$ cat src/design/flicd_pkg.sv
package flicd_pkg;

  localparam int unsigned MaxWidth       = 1024;
  localparam int unsigned MaxHeight      = 1024;
  localparam int unsigned PaletteEntries = 256;
  localparam int unsigned DimW           = 11;
  localparam int unsigned PtrW           = 21;

  localparam logic [15:0] CK_SS2   = 16'd7;
  localparam logic [15:0] CK_PAL8  = 16'd4;
  localparam logic [15:0] CK_PAL6  = 16'd11;
  localparam logic [15:0] CK_BLACK = 16'd13;
  localparam logic [15:0] CK_BRUN  = 16'd15;
  localparam logic [15:0] CK_COPY  = 16'd16;
  localparam logic [15:0] CK_LC    = 16'd120;

  localparam logic [7:0] REG_WIDTH  = 8'd0;
  localparam logic [7:0] REG_HEIGHT = 8'd1;

  typedef enum logic [1:0] {
    WK_BYTE = 2'd0,
    WK_WORD = 2'd1,
    WK_PAL  = 2'd2,
    WK_END  = 2'd3
  } write_kind_e;

  typedef struct packed {
    logic [7:0]  data_byte;
    logic        frame_start;
    logic [15:0] chunk_count;
  } in_item_t;

  typedef struct packed {
    logic [1:0]  write_kind;
    logic [19:0] write_address;
    logic [20:0] run_length;
    logic [15:0] write_value;
    logic        frame_end;
  } out_item_t;

  function automatic logic [DimW-1:0] eff_dim(input logic [DimW-1:0] v,
                                              input logic [DimW-1:0] lim);
    logic [DimW-1:0] r;
    r = v;
    if (v == '0) r = DimW'(1);
    else if (v > lim) r = lim;
    return r;
  endfunction

endpackage

$ cat src/design/flic_chunk_decoder_unit.sv
// FLIC frame chunk decoder.
// Input channel (in_valid_i/in_ready_o/in_data_i): one byte of a frame's chunk
// data per transaction; frame_start flags the first byte and carries the chunk
// count. Output channel (out_valid_o/out_ready_i/out_data_o): pixel byte runs,
// pixel word runs, palette byte writes and the frame end record.
// Config channel (cfg_valid_i/cfg_ready_o/cfg_index_i/cfg_data_i): register 0
// is the frame width, register 1 the frame height; always ready, to be written
// only while idle (not enforced by the block). The frame size product is
// registered on the write itself. Each byte is parsed combinationally from the
// parser registers and its results (at most a write and a frame end) are pushed
// into a 4-entry output queue, so out_valid_o rises in the cycle after the input
// transaction. Throughput: 1 byte per cycle while the queue has room, set by the
// single-pass parser step. When the receiver stalls the queue fills; in_ready_o
// drops once fewer than two entries are free, so no result is lost.
// Reset: parser idle (bytes ignored until a frame start), queue empty,
// width 320, height 200.
module flic_chunk_decoder_unit (
  input  logic                  clk_i,
  input  logic                  rst_ni,
  input  logic                  in_valid_i,
  output logic                  in_ready_o,
  input  flicd_pkg::in_item_t   in_data_i,
  output logic                  out_valid_o,
  input  logic                  out_ready_i,
  output flicd_pkg::out_item_t  out_data_o,
  input  logic                  cfg_valid_i,
  output logic                  cfg_ready_o,
  input  logic [7:0]            cfg_index_i,
  input  logic [10:0]           cfg_data_i
);

  localparam int unsigned PW = flicd_pkg::PtrW;
  localparam logic [10:0] MaxW = 11'(flicd_pkg::MaxWidth);
  localparam logic [10:0] MaxH = 11'(flicd_pkg::MaxHeight);
  localparam logic [8:0]  PalN = 9'(flicd_pkg::PaletteEntries);

  typedef enum logic [24:0] {
    PH_IDLE      = 25'h0000001,
    PH_HDR       = 25'h0000002,
    PH_PAD       = 25'h0000004,
    PH_SS2_LINES = 25'h0000008,
    PH_SS2_CTRL  = 25'h0000010,
    PH_SS2_SKIP  = 25'h0000020,
    PH_SS2_CNT   = 25'h0000040,
    PH_SS2_REP   = 25'h0000080,
    PH_SS2_LIT   = 25'h0000100,
    PH_LC_SKIPL  = 25'h0000200,
    PH_LC_LINES  = 25'h0000400,
    PH_LC_PKTS   = 25'h0000800,
    PH_LC_SKIP   = 25'h0001000,
    PH_LC_CNT    = 25'h0002000,
    PH_LC_REP    = 25'h0004000,
    PH_LC_LIT    = 25'h0008000,
    PH_BR_PKTS   = 25'h0010000,
    PH_BR_CNT    = 25'h0020000,
    PH_BR_REP    = 25'h0040000,
    PH_BR_LIT    = 25'h0080000,
    PH_COPY      = 25'h0100000,
    PH_PAL_PKTS  = 25'h0200000,
    PH_PAL_SKIP  = 25'h0400000,
    PH_PAL_CNT   = 25'h0800000,
    PH_PAL_DATA  = 25'h1000000
  } phase_e;

  typedef struct packed {
    logic                 valid;
    flicd_pkg::out_item_t rec;
  } wr_t;

  logic [10:0]   width_q, height_q;
  logic [PW-1:0] fsize_q;
  logic [10:0]   effw, effh;

  phase_e        phase_q, phase_d;
  logic [31:0]   cbl_q, cbl_d;
  logic [15:0]   kind_q, kind_d;
  logic [15:0]   cl_q, cl_d;
  logic [15:0]   ll_q, ll_d;
  logic [15:0]   pl_q, pl_d;
  logic [PW-1:0] lb_q, lb_d;
  logic [PW-1:0] wp_q, wp_d;
  logic [8:0]    rl_q, rl_d;
  logic [31:0]   fa_q, fa_d;
  logic [8:0]    pi_q, pi_d;
  logic [2:0]    bs_q, bs_d;

  flicd_pkg::out_item_t fifo_q [4];
  logic [1:0] rptr_q, wptr_q;
  logic [2:0] cnt_q;

  wr_t        wr;
  logic       fe;
  logic       in_acc, out_acc;
  logic [7:0] b;
  logic [15:0] w;
  logic       pk_done, ln_done, chunk_over;
  phase_e     pkt_next, line_next;
  logic [26:0] skip_prod;
  logic [9:0]  pi_sum;
  logic [7:0]  pal_val;
  logic [19:0] pal_addr;
  logic [10:0] cfg_w, cfg_h;

  function automatic logic [PW-1:0] ptr_add(input logic [PW-1:0] p, input logic [26:0] d,
                                            input logic [PW-1:0] s);
    logic [27:0] r;
    r = {7'b0, p} + {1'b0, d};
    return (r > {7'b0, s}) ? s : r[PW-1:0];
  endfunction

  function automatic wr_t pixel_run(input flicd_pkg::write_kind_e k, input logic [PW-1:0] a,
                                    input logic [PW-1:0] len, input logic [15:0] v,
                                    input logic [PW-1:0] s);
    wr_t o;
    logic [PW-1:0] room, l;
    o = '0;
    room = s - a;
    if (k == flicd_pkg::WK_WORD) room = room >> 1;
    l = (len > room) ? room : len;
    if (a < s && l != '0) begin
      o.valid             = 1'b1;
      o.rec.write_kind    = k;
      o.rec.write_address = a[19:0];
      o.rec.run_length    = l;
      o.rec.write_value   = v;
      o.rec.frame_end     = 1'b0;
    end
    return o;
  endfunction

  assign effw = flicd_pkg::eff_dim(width_q, MaxW);
  assign effh = flicd_pkg::eff_dim(height_q, MaxH);
  assign cfg_ready_o = 1'b1;
  assign cfg_w = (cfg_index_i == flicd_pkg::REG_WIDTH) ? flicd_pkg::eff_dim(cfg_data_i, MaxW)
                                                       : effw;
  assign cfg_h = (cfg_index_i == flicd_pkg::REG_HEIGHT) ? flicd_pkg::eff_dim(cfg_data_i, MaxH)
                                                        : effh;

  always_ff @(posedge clk_i or negedge rst_ni) begin
    if (!rst_ni) begin
      width_q  <= 11'd320;
      height_q <= 11'd200;
      fsize_q  <= PW'(64000);
    end else if (cfg_valid_i) begin
      if (cfg_index_i == flicd_pkg::REG_WIDTH) width_q <= cfg_data_i;
      if (cfg_index_i == flicd_pkg::REG_HEIGHT) height_q <= cfg_data_i;
      if (cfg_index_i == flicd_pkg::REG_WIDTH || cfg_index_i == flicd_pkg::REG_HEIGHT) begin
        fsize_q <= PW'({10'b0, cfg_w} * {10'b0, cfg_h});
      end
    end
  end

  assign in_ready_o  = (cnt_q <= 3'd2);
  assign in_acc      = in_valid_i && in_ready_o;
  assign out_valid_o = (cnt_q != 3'd0);
  assign out_acc     = out_valid_o && out_ready_i;
  assign out_data_o  = fifo_q[rptr_q];
  assign b           = in_data_i.data_byte;
  assign w           = {b, fa_q[7:0]};
  // word delta skips count back from 65536; the line delta skip is a plain count
  assign skip_prod   = (w[15] && phase_q == PH_SS2_CTRL)
                         ? 27'({16'b0, effw} * {11'b0, 16'(17'h10000 - {1'b0, w})})
                         : 27'({16'b0, effw} * {11'b0, w});
  assign pi_sum      = {1'b0, pi_q} + {2'b0, b};
  assign pal_val     = (kind_q == flicd_pkg::CK_PAL6) ? {b[5:0], 2'b00} : b;
  assign pal_addr    = {11'b0, pi_q} + {10'b0, pi_q[8:0], 1'b0} + {17'b0, bs_q};

  always_comb begin
    phase_d = phase_q; cbl_d = cbl_q; kind_d = kind_q; cl_d = cl_q;
    ll_d = ll_q; pl_d = pl_q; lb_d = lb_q; wp_d = wp_q; rl_d = rl_q;
    fa_d = fa_q; pi_d = pi_q; bs_d = bs_q;
    wr = '0; fe = 1'b0;
    pk_done = 1'b0; ln_done = 1'b0; chunk_over = 1'b0;
    pkt_next = PH_PAD; line_next = PH_PAD;
    if (in_data_i.frame_start) begin
      cl_d = in_data_i.chunk_count;
      phase_d = PH_HDR;
      bs_d = '0;
      fa_d = '0;
      if (in_data_i.chunk_count == '0) begin
        phase_d = PH_IDLE;
        fe = 1'b1;
      end
    end
    if (!fe && phase_d == PH_HDR) begin
      unique case (bs_d)
        3'd0:    fa_d = {24'b0, b};
        3'd1:    fa_d[15:8] = b;
        3'd2:    fa_d[23:16] = b;
        3'd3:    fa_d[31:24] = b;
        3'd4:    kind_d = {8'b0, b};
        default: kind_d = {b, kind_d[7:0]};
      endcase
      bs_d = bs_d + 3'd1;
      if (bs_d == 3'd6) begin
        bs_d = '0; wp_d = '0; lb_d = '0; ll_d = '0; pl_d = '0; rl_d = '0;
        priority case (kind_d)
          flicd_pkg::CK_SS2:  phase_d = PH_SS2_LINES;
          flicd_pkg::CK_LC:   phase_d = PH_LC_SKIPL;
          flicd_pkg::CK_BRUN: begin
            ll_d = {5'b0, effh};
            phase_d = PH_BR_PKTS;
          end
          flicd_pkg::CK_COPY: phase_d = PH_COPY;
          flicd_pkg::CK_BLACK: begin
            wr = pixel_run(flicd_pkg::WK_BYTE, '0, fsize_q, 16'd0, fsize_q);
            phase_d = PH_PAD;
          end
          flicd_pkg::CK_PAL8, flicd_pkg::CK_PAL6: phase_d = PH_PAL_PKTS;
          default: phase_d = PH_PAD;
        endcase
        cbl_d = (fa_d > 32'd6) ? fa_d - 32'd6 : 32'd0;
        chunk_over = (cbl_d == '0);
      end
    end else if (!fe && phase_d != PH_IDLE) begin
      if (cbl_d != '0) cbl_d = cbl_d - 32'd1;
      unique case (phase_d)
        PH_SS2_LINES, PH_LC_LINES: begin
          if (bs_d == '0) begin
            fa_d = {24'b0, b}; bs_d = 3'd1;
          end else begin
            bs_d = '0;
            ll_d = w;
            phase_d = (w == '0) ? PH_PAD : ((phase_q == PH_SS2_LINES) ? PH_SS2_CTRL
                                                                         : PH_LC_PKTS);
          end
        end
        PH_SS2_CTRL: begin
          if (bs_d == '0) begin
            fa_d = {24'b0, b}; bs_d = 3'd1;
          end else begin
            bs_d = '0;
            if (w[15]) begin
              wp_d = ptr_add(wp_q, skip_prod, fsize_q);
            end else begin
              pl_d = (w > {5'b0, effh}) ? 16'd0 : w;
              lb_d = wp_q;
              if (pl_d == '0) begin
                ln_done = 1'b1; line_next = PH_SS2_CTRL;
              end else begin
                phase_d = PH_SS2_SKIP;
              end
            end
          end
        end
        PH_SS2_SKIP, PH_LC_SKIP: begin
          wp_d = ptr_add(wp_q, {19'b0, b}, fsize_q);
          phase_d = (phase_q == PH_SS2_SKIP) ? PH_SS2_CNT : PH_LC_CNT;
        end
        PH_SS2_CNT: begin
          if (b[7]) begin
            rl_d = 9'h100 - {1'b0, b}; phase_d = PH_SS2_REP;
          end else if (b == '0) begin
            pk_done = 1'b1; pkt_next = PH_SS2_SKIP; line_next = PH_SS2_CTRL;
          end else begin
            rl_d = {b, 1'b0}; phase_d = PH_SS2_LIT;
          end
        end
        PH_SS2_REP: begin
          if (bs_d == '0) begin
            fa_d = {24'b0, b}; bs_d = 3'd1;
          end else begin
            bs_d = '0;
            wr = pixel_run(flicd_pkg::WK_WORD, wp_q, {12'b0, rl_q}, w, fsize_q);
            wp_d = ptr_add(wp_q, {17'b0, rl_q, 1'b0}, fsize_q);
            pk_done = 1'b1; pkt_next = PH_SS2_SKIP; line_next = PH_SS2_CTRL;
          end
        end
        PH_SS2_LIT, PH_LC_LIT, PH_BR_LIT: begin
          wr = pixel_run(flicd_pkg::WK_BYTE, wp_q, PW'(1), {8'b0, b}, fsize_q);
          wp_d = ptr_add(wp_q, 27'd1, fsize_q);
          if (rl_d != '0) rl_d = rl_d - 9'd1;
          if (rl_d == '0) begin
            pk_done = 1'b1;
            priority case (phase_q)
              PH_SS2_LIT: begin pkt_next = PH_SS2_SKIP; line_next = PH_SS2_CTRL; end
              PH_LC_LIT:  begin pkt_next = PH_LC_SKIP;  line_next = PH_LC_PKTS;  end
              default:    begin pkt_next = PH_BR_CNT;   line_next = PH_BR_PKTS;  end
            endcase
          end
        end
        PH_LC_SKIPL: begin
          if (bs_d == '0) begin
            fa_d = {24'b0, b}; bs_d = 3'd1;
          end else begin
            bs_d = '0;
            lb_d = ptr_add('0, skip_prod, fsize_q);
            wp_d = lb_d;
            phase_d = PH_LC_LINES;
          end
        end
        PH_LC_PKTS, PH_BR_PKTS: begin
          pl_d = {8'b0, b};
          if (b == '0) begin
            ln_done = 1'b1; line_next = phase_q;
          end else begin
            phase_d = (phase_q == PH_LC_PKTS) ? PH_LC_SKIP : PH_BR_CNT;
          end
        end
        PH_LC_CNT: begin
          if (b[7]) begin
            rl_d = 9'h100 - {1'b0, b}; phase_d = PH_LC_REP;
          end else if (b == '0) begin
            pk_done = 1'b1; pkt_next = PH_LC_SKIP; line_next = PH_LC_PKTS;
          end else begin
            rl_d = {1'b0, b}; phase_d = PH_LC_LIT;
          end
        end
        PH_LC_REP, PH_BR_REP: begin
          wr = pixel_run(flicd_pkg::WK_BYTE, wp_q, {12'b0, rl_q}, {8'b0, b}, fsize_q);
          wp_d = ptr_add(wp_q, {18'b0, rl_q}, fsize_q);
          pk_done = 1'b1;
          if (phase_q == PH_LC_REP) begin
            pkt_next = PH_LC_SKIP; line_next = PH_LC_PKTS;
          end else begin
            pkt_next = PH_BR_CNT; line_next = PH_BR_PKTS;
          end
        end
        PH_BR_CNT: begin
          if (b[7]) begin
            rl_d = 9'h100 - {1'b0, b}; phase_d = PH_BR_LIT;
          end else begin
            rl_d = {1'b0, b}; phase_d = PH_BR_REP;
          end
        end
        PH_COPY: begin
          wr = pixel_run(flicd_pkg::WK_BYTE, wp_q, PW'(1), {8'b0, b}, fsize_q);
          wp_d = ptr_add(wp_q, 27'd1, fsize_q);
          if (wp_d >= fsize_q) phase_d = PH_PAD;
        end
        PH_PAL_PKTS: begin
          if (bs_d == '0) begin
            fa_d = {24'b0, b}; bs_d = 3'd1;
          end else begin
            bs_d = '0;
            pl_d = w;
            pi_d = '0;
            phase_d = (w != '0) ? PH_PAL_SKIP : PH_PAD;
          end
        end
        PH_PAL_SKIP: begin
          pi_d = (pi_sum > {1'b0, PalN}) ? PalN : pi_sum[8:0];
          phase_d = PH_PAL_CNT;
        end
        PH_PAL_CNT: begin
          rl_d = (b != '0) ? {1'b0, b} : 9'h100;
          bs_d = '0;
          phase_d = PH_PAL_DATA;
        end
        PH_PAL_DATA: begin
          if (pi_q < PalN) begin
            wr.valid             = 1'b1;
            wr.rec.write_kind    = flicd_pkg::WK_PAL;
            wr.rec.write_address = pal_addr;
            wr.rec.run_length    = 21'd1;
            wr.rec.write_value   = {8'b0, pal_val};
            wr.rec.frame_end     = 1'b0;
          end
          bs_d = bs_d + 3'd1;
          if (bs_d >= 3'd3) begin
            bs_d = '0;
            if (pi_q < PalN) pi_d = pi_q + 9'd1;
            if (rl_d != '0) rl_d = rl_d - 9'd1;
            if (rl_d == '0) begin
              if (pl_d != '0) pl_d = pl_d - 16'd1;
              phase_d = (pl_d != '0) ? PH_PAL_SKIP : PH_PAD;
            end
          end
        end
        default: ;
      endcase
      if (pk_done) begin
        if (pl_d != '0) pl_d = pl_d - 16'd1;
        if (pl_d == '0) ln_done = 1'b1;
        else phase_d = pkt_next;
      end
      if (ln_done) begin
        lb_d = ptr_add(lb_d, {16'b0, effw}, fsize_q);
        wp_d = lb_d;
        if (ll_d != '0) ll_d = ll_d - 16'd1;
        phase_d = (ll_d == '0) ? PH_PAD : line_next;
      end
      chunk_over = (cbl_d == '0);
    end
    if (chunk_over) begin
      if (cl_d != '0) cl_d = cl_d - 16'd1;
      phase_d = PH_HDR;
      bs_d = '0;
      fa_d = '0;
      if (cl_d == '0) begin
        phase_d = PH_IDLE;
        fe = 1'b1;
      end
    end
  end

  always_ff @(posedge clk_i or negedge rst_ni) begin
    if (!rst_ni) begin
      phase_q <= PH_IDLE;
      cbl_q <= '0; kind_q <= '0; cl_q <= '0; ll_q <= '0; pl_q <= '0;
      lb_q <= '0; wp_q <= '0; rl_q <= '0; fa_q <= '0; pi_q <= '0; bs_q <= '0;
    end else if (in_acc) begin
      phase_q <= phase_d;
      cbl_q <= cbl_d; kind_q <= kind_d; cl_q <= cl_d; ll_q <= ll_d; pl_q <= pl_d;
      lb_q <= lb_d; wp_q <= wp_d; rl_q <= rl_d; fa_q <= fa_d; pi_q <= pi_d; bs_q <= bs_d;
    end
  end

  localparam flicd_pkg::out_item_t EndRec = '{write_kind: flicd_pkg::WK_END,
                                               write_address: '0, run_length: '0,
                                               write_value: '0, frame_end: 1'b1};

  logic [2:0] n_push;
  assign n_push = in_acc ? ({2'b0, wr.valid} + {2'b0, fe}) : 3'd0;

  always_ff @(posedge clk_i) begin
    if (in_acc) begin
      if (wr.valid) begin
        fifo_q[wptr_q] <= wr.rec;
        if (fe) fifo_q[wptr_q + 2'd1] <= EndRec;
      end else if (fe) begin
        fifo_q[wptr_q] <= EndRec;
      end
    end
  end

  always_ff @(posedge clk_i or negedge rst_ni) begin
    if (!rst_ni) begin
      rptr_q <= '0; wptr_q <= '0; cnt_q <= '0;
    end else begin
      wptr_q <= wptr_q + n_push[1:0];
      if (out_acc) rptr_q <= rptr_q + 2'd1;
      cnt_q <= cnt_q + n_push - {2'b0, out_acc};
    end
  end

  a_cnt_bound: assert property (@(posedge clk_i) disable iff (!rst_ni) cnt_q <= 3'd4)
    else $error("output queue overflow");
  a_ready_room: assert property (@(posedge clk_i) disable iff (!rst_ni)
    in_acc |=> cnt_q <= 3'd4 && $past(cnt_q) <= 3'd2)
    else $error("input taken without queue room");
  a_end_rec: assert property (@(posedge clk_i) disable iff (!rst_ni)
    out_valid_o && out_data_o.frame_end |->
      out_data_o.write_kind == flicd_pkg::WK_END && out_data_o.run_length == '0)
    else $error("malformed frame end record");

endmodule

$ cat config.mk
export PLATFORM = sky130hd
export DESIGN_NAME = flic_chunk_decoder_unit
export DESIGN_NICKNAME = d
export VERILOG_FILES = /design/src/design/flicd_pkg.sv /design/src/design/flic_chunk_decoder_unit.sv
export SDC_FILE = /design/constraint.sdc
export NUM_CORES = 2
export LEC_CHECK = 0
export BUFFER_PORTS_ARGS = -buffer_cell sky130_fd_sc_hd__buf_2
export CAP_MARGIN = 20
export CORE_UTILIZATION = 40
export CTS_CLUSTER_SIZE = 24
export DETAILED_ROUTE_END_ITERATION = 16
export PLACE_DENSITY = 0.67
export SLEW_MARGIN = 25
export SYNTH_ARGS = -nofsm -noshare
export SYNTH_HDL_FRONTEND = slang
export SYNTH_SLANG_ARGS = --single-unit
$ cat constraint.sdc
create_clock -name clk_i -period 31.9 [get_ports clk_i]
set_input_delay 0 -clock clk_i [delete_from_list [all_inputs] [get_ports clk_i]]
set_output_delay 0 -clock clk_i [all_outputs]
set_load 0.03 [all_outputs]
==> Word-level counts from Yosys, hierarchy flattened <==
Memories as Yosys holds them, arrays and structs flattened.
Index checks and enable logic that the tools add are counted.
{ "word_totals": {"reg_bits": 266, "latch_bits": 0, "mem_bits_rw": 240, "rom_bits": 0, "in_bits": 49, "output_inout_bits": 63, "wordCells": 432, "mem_count": 1} }
{ "memory_table": {"columns": ["memory", "words", "width", "rd", "rd_ports_with_merged_regs", "write_ports", "line_no", "text"], "rows": [
  ["fifo_q", 4, 60, 1, 0, 2, "flic_chunk_decoder_unit.sv:87", "flicd_pkg::out_item_t fifo_q [4];"]
]} }
{ "classes": {"addsub": 27, "mul": 3, "div_mod_pow": 0, "magnitude_cmp": 22, "eq_ne": 57, "shift": 0, "muxes": 238, "bitwise_logic": 2, "n_reduce_logical": 64} }
{ "ops": {"columns": ["cell", "count"], "rows": [
  ["21-bit two-way mux", 30],
  ["16-bit two-way mux", 39],
  ["61-bit two-way mux", 10],
  ["25-bit two-way mux", 24],
  ["32-bit two-way mux", 13],
  ["25-bit case mux with 13 select lines", 1],
  ["61-bit case mux with 4 select lines", 1],
  ["9-bit two-way mux", 22],
  ["25-bit case mux with 7 select lines", 1],
  ["21-bit case mux with 6 select lines", 1],
  ["22-bit by 21-bit > comparator with 1-bit output", 5],
  ["22-bit case mux with 5 select lines", 1],
  ["11-bit two-way mux", 9],
  ["16-bit zero test", 6],
  ["16-bit nonzero test", 6],
  ["18-bit case mux with 5 select lines", 1],
  ["21-bit nonzero test", 4],
  ["16-bit by 4-bit == test with 1-bit output, second input constant", 4],
  ["32-bit zero test", 2],
  ["16-bit case mux with 4 select lines", 1],
  ["16-bit by 1-bit subtractor with 16-bit output, second input constant", 4],
  ["60-bit two-way mux", 1],
  ["11-bit by 16-bit multiplier with 27-bit output", 2],
  ["18-bit two-way mux", 3],
  ["119 further kinds", 222]
]} }

==> Depth between registers and ports, before layout <==
{ "logic_depth": {"word_depth": 37, "depth_mapped": 70, "depth_no_buf": 65} }

==> Worst setup path before layout <==
No wires, ideal clock.
{ "synth_path": {"path_type": "register to register", "startpoint": "register fa_q[5]", "endpoint": "register wp_q[10]", "setup_time_ps": 125, "t_arrival_ps": 14271, "setup_slack_ps": 17505, "stages_incl_launch_ff": 68, "path_buffers": 5, "path_cell_list": "dfrtp_1 -> buf_1 -> nor4_1 -> nand2_1 -> nor3_1 -> nand2_1 -> xor2_1 -> nand2_1 -> fa_1 -> fa_1 -> inv_1 -> fa_1 -> fa_1 -> inv_1 -> fa_1 -> inv_1 -> ha_1 -> and3_1 -> (+32 left out) -> a21oi_1 -> nor4b_2 -> and3_1 -> nor2_1 -> ha_1 -> a21oi_1 -> nor2b_1 -> o21ai_0 -> nand2b_1 -> a21oi_1 -> a21boi_0 -> o21a_1 -> buf_1 -> a41oi_1 -> clkbuf_1 -> mux2_2 -> nand2_1 -> nand3_1"} }
{ "synth_between": {"elab_chain_cells": 20, "elab_cells_between_ends": 53} }
{ "synth_lines": {"columns": ["item", "line_no", "text"], "rows": [
  ["start, declared", "flic_chunk_decoder_unit.sv:83", "logic [31:0] fa_q, fa_d;"],
  ["start signal, assigned", "flic_chunk_decoder_unit.sv:401", "lb_q <= '0; wp_q <= '0; rl_q <= '0; fa_q <= '0; pi_q <= '0; bs_q <= '0;"],
  ["start signal, assigned", "flic_chunk_decoder_unit.sv:405", "lb_q <= lb_d; wp_q <= wp_d; rl_q <= rl_d; fa_q <= fa_d; pi_q <= pi_d; bs_q <= bs_d;"],
  ["branches (longest 20 deep; another with 11-bit by 16-bit multiplier with 27-bit output)", null, null],
  ["end signal, assigned", "flic_chunk_decoder_unit.sv:401", null],
  ["end signal, assigned", "flic_chunk_decoder_unit.sv:405", null],
  ["end, declared", "flic_chunk_decoder_unit.sv:81", "logic [PW-1:0] wp_q, wp_d;"]
]} }
Parallel ways; which one is timed is not known. The select of a mux whose other input is x is not followed.
A chain may end at the register's enable or synchronous reset.

==> Final worst setup path <==
{ "layout_path": {"startpoint": "register width_q[10]", "endpoint": "register wp_q[3]"} }
{ "layout_between": {"elab_chain_cells": 17, "elab_cells_between_ends": 26} }
{ "layout_lines": {"columns": ["item", "line_no", "text"], "rows": [
  ["start, declared", "flic_chunk_decoder_unit.sv:70", "logic [10:0] width_q, height_q;"],
  ["start signal, assigned", "flic_chunk_decoder_unit.sv:145", "if (cfg_index_i == flicd_pkg::REG_WIDTH) width_q <= cfg_data_i;"],
  ["11-bit > comparator", "flicd_pkg.sv:46", "else if (v > lim) r = lim;"],
  ["11-bit two-way mux", "flicd_pkg.sv:46", null],
  ["11-bit two-way mux *", "flicd_pkg.sv:45", "if (v == '0) r = DimW'(1);"],
  ["11-bit by 16-bit multiplier with 27-bit output (on tied branches)", "flic_chunk_decoder_unit.sv:163, flic_chunk_decoder_unit.sv:162", null],
  ["27-bit two-way mux", "flic_chunk_decoder_unit.sv:162", "? 27'({16'b0, effw} * {11'b0, 16'(17'h10000 - {1'b0, w})})"],
  ["27-bit by 21-bit > comparator with 1-bit output", "flic_chunk_decoder_unit.sv:108", "return (r > {7'b0, s}) ? s : r[PW-1:0];"],
  ["21-bit two-way mux", "flic_chunk_decoder_unit.sv:108", null],
  ["21-bit two-way mux", "flic_chunk_decoder_unit.sv:283", "if (bs_d == '0) begin"],
  ["21-bit case mux with 2 select lines", "flic_chunk_decoder_unit.sv:217", "unique case (phase_d)"],
  ["21-bit two-way mux", "flic_chunk_decoder_unit.sv:215", "end else if (!fe && phase_d != PH_IDLE) begin"],
  ["21-bit two-way mux", "flic_chunk_decoder_unit.sv:185", "if (!fe && phase_d == PH_HDR) begin"],
  ["21-bit by 11-bit adder with 22-bit output", "flic_chunk_decoder_unit.sv:107", "r = {7'b0, p} + {1'b0, d};"],
  ["22-bit by 21-bit > comparator with 1-bit output", "flic_chunk_decoder_unit.sv:108", null],
  ["21-bit two-way mux", "flic_chunk_decoder_unit.sv:108", null],
  ["21-bit two-way mux *", "flic_chunk_decoder_unit.sv:377", "if (ln_done) begin"],
  ["21-bit two-way mux *", "flic_chunk_decoder_unit.sv:215", null],
  ["21-bit two-way mux *", "flic_chunk_decoder_unit.sv:185", null]
]} }
Every way passes the cells marked *; elsewhere a longest branch is shown, timed or not. The select of a mux whose other input is x is not followed.

==> flow_summary.toml <==
[timing]
fin_crit_sh_pct = 52.0
setup_violations = 0
hold_viol_final = 0
worst_pin_slew_ns = 1.12
drv_slew = 0
skew_ns = 0.0395
rsz0062_at_grt = "no"
period_needed_ns = 16.59
whs_ns = 0.0632
setup_tns_ns = 0
relSlewSlack_pct = 24.7
clock.fmax_mhz = 60.3

[clocking]
clock_path_buffers = 3
clk_latency_ns = 0.70
tritoncts = "done"
clock_sinks = 506
cts_inserted_buffers = 59
cts-root-buf = "clkbuf_16"
clk_pin_slew_ns = 0.07
htreeDepth = 2

[die]
dieArea_um2 = 150000
ios = 112
start_util_pct = 40.5
num_rows = 140
fp.dieW_um = 387
die_height_um = 387
core_um2 = 146000

[yosys]
synth_area_per_cell_um2 = 7.94
synthMuxAreaShare_pct = 5.53
async_reset_ff_share_pct = 52.6
synthCells = 7469
synthXorXnorAreaFrac_pct = 4.24
synth_top_family_by_area = "simple AND/OR/NAND/NOR gates"
ys_warn_count = 0
ys_ff_latch = 506
syn_area_um2 = 59300
synth_edf_count = 0
synth_simple_gate_area_share_pct = 22.3
ys_seq_area_share_pct = 19.4
synth_nets = 8371
synth-adder-area-share_pct = 22.3
synth_cell_types = 104
synth-compound-area-share_pct = 19.5
synth_flop_cell = "dfrtp_1"

[placement]
placed_cells = 9239
hpwl_mm = 178
numPortBuffers = 110
place_congestion = 1.03
place_area_um2 = 62200

[global_route]
grt_usage_pct = 30.6
grt_pass1_wl_mm = 355
antenna_found_initial = 10
grt_max_degree = 88
first_global_vias = 55700
grt-ovfl-total = 0

[critical_path]
worstPathMaxFanout = 27
required_ns = 32.47
r2r_slack_ns = 15.31
max_stage_delay_ns = 1.09
criticalPathCategory = "flop to flop"
crit_top_cell = "o21ai_0"
crit_arrival_ns = 17.15
cp_slowest_cell = "clkinv_1"
endpoint_kind = "flop"
worstSetupStartpointType = "flop"

[detailed_routing]
drt-total-wl_mm = 237
drc_errors = 0
drt_first_pass_iters = 8
vias = 58900
drt-initial-drc-count = 6789
routedWlPerCell_um = 25.2
via_per_inst = 6.27
antenna_left = 0

[final_layout]
final_cell_mix = "932 x nand2_1, 603 x inv_1, 513 x nor2_1, 513 x ha_1, 455 x o21ai_0"
fin_cells = 9392
final_nets = 8323
num-fill-cells = 14600
syn_to_final_growth_pct = 8.98
drive_gt1_share_pct = 9.05
final_common_cell = "nand2_1"
final_area_um2 = 64600
final_core_util_pct = 44.1

[pwr]
power_density_nw_per_um2 = 58.6
vdd_ir_drop_max_v = 0.0000536
p_leak_uw = 0.0285

[flow_run]
drv_cap = 0

[run_status]
status = "finished, final reports clean"

[min_path]
hp-class = "input port to flop"
layer usage:
layer | up-vias | part of all wire [%] | GRT usage, %
met5 | - | 0.014 | 0
met4 | 4 | 5.4 | 15.1
met3 | 606 | 9.9 | 5.62
met2 | 3130 | 44 | 47.3
met1 | 28800 | 41 | 40.9
li1 | 26400 | - | -
cell usage after synthesis, types with 73 or more instances:
| library cell | number | area (um^2) |
|---|---|---|
| inv_1 | 603 | 2260 |
| a21o_1 | 101 | 758 |
| nand2_1 | 934 | 3510 |
| mux2i_1 | 107 | 1070 |
| nand2b_1 | 81 | 507 |
| nand4_1 | 101 | 632 |
| o21ai_0 | 456 | 2280 |
| o31ai_1 | 94 | 706 |
| o21a_1 | 77 | 578 |
| dfrtp_1 | 254 | 6360 |
| and2_1 | 124 | 776 |
| nor3_1 | 177 | 886 |
| a21oi_1 | 455 | 2280 |
| nor2b_1 | 73 | 457 |
| clkbuf_1 | 375 | 1410 |
| nand3_1 | 362 | 1810 |
| ha_1 | 513 | 6420 |
| mux2_2 | 74 | 833 |
| xor2_1 | 75 | 657 |
| fa_1 | 340 | 6810 |
| dfxtp_1 | 240 | 4800 |
| nor4_1 | 95 | 594 |
| xnor2_1 | 212 | 1860 |
| nor2_1 | 521 | 1960 |
registers in the layout (all words and copies together) (netlist names), 9 cells and up:
| signal | count |
|---|---|
| width_q | 11 |
| pi_q | 9 |
| fifo_q | 240 |
| fa_q | 32 |
| cbl_q | 32 |
| cl_q | 16 |
| pl_q | 16 |
| phase_q | 25 |
| kind_q | 16 |
| rl_q | 9 |
| ll_q | 16 |
| height_q | 11 |
| wp_q | 21 |
| fsize_q | 21 |
| lb_q | 21 |
metrics by stage:
step / power, uW / setup slack [ns]
2_1_floorplan: 2330 / 17.50
3_3_place_gp: 2980 / 15.67
3_5_place_dp: 3010 / 15.46
4_1_cts: 3730 / 15.46
5_1_grt: 4000 / 14.47
6_report: 3790 / 15.31
power breakdown:
part | internal, uW | switching, uW | total (uW)
Combinational | 775 | 1490 | 2270
Clock | 400 | 313 | 713
Sequential | 700 | 108 | 808
Total | 1880 | 1910 | 3790
critical path, delay by kind of cell, from the launching register on:
family	cells	cell delay [ns]
multiplexers	1	0.40
adder cells (fa/ha/maj)	9	4.04
buffers and inverters	7	1.83
XOR/XNOR	1	0.19
AO/OA/AOI/OAI	27	5.21
AND/OR/NAND/NOR	17	4.38
flip-flops	1	0.34
cell families after synthesis:
group,Yosys count
xor+xnor,287
other cells,1
simple gates,2745
fa+ha+maj,853
buf+inv,1045
mux,243
compound gates,1789
flops,506
timing repair:
action | CTS | global route
resized for setup | 0 | 0
buffers inserted | 0 | 0
hold buffers | 37 | 0
setup endpoints to repair | 0 | 0
hold endpoints to repair | 151 | 0
path summary, 6_finish.rpt:
check | from | to | cells after the start
worst max-delay path | width_q[10]$_DFFE_PN0P_ | wp_q[3]$_DFFE_PN0P_ | 62
worst min-delay path | in_valid_i | cl_q[0]$_DFFE_PN0P_ | 5
worst max register to register | width_q[10]$_DFFE_PN0P_ | wp_q[3]$_DFFE_PN0P_ | 62
worst min register to register | fifo_q[2][54]$_SDFFE_PP0P_ | fifo_q[2][54]$_SDFFE_PP0P_ | 2
max in group asynchronous | rst_ni | lb_q[18]$_DFFE_PN0P_ | 5
min in group asynchronous | rst_ni | phase_q[0]$_DFFE_PN1P_ | 3
cell type report:
cell class	count	area, um^2	share of cell area, %
clock inverters	25	275	0.426
well taps	1917	2400	3.71
flip-flops and latches	506	11500	17.8
repair buffers	321	2280	3.53
multi-input cells	5918	44100	68.3
diodes	7	17.5	0.0271
clock buffers	83	1710	2.64
inverters	615	2310	3.57
Note: power is estimated with default switching activity, not from simulation.
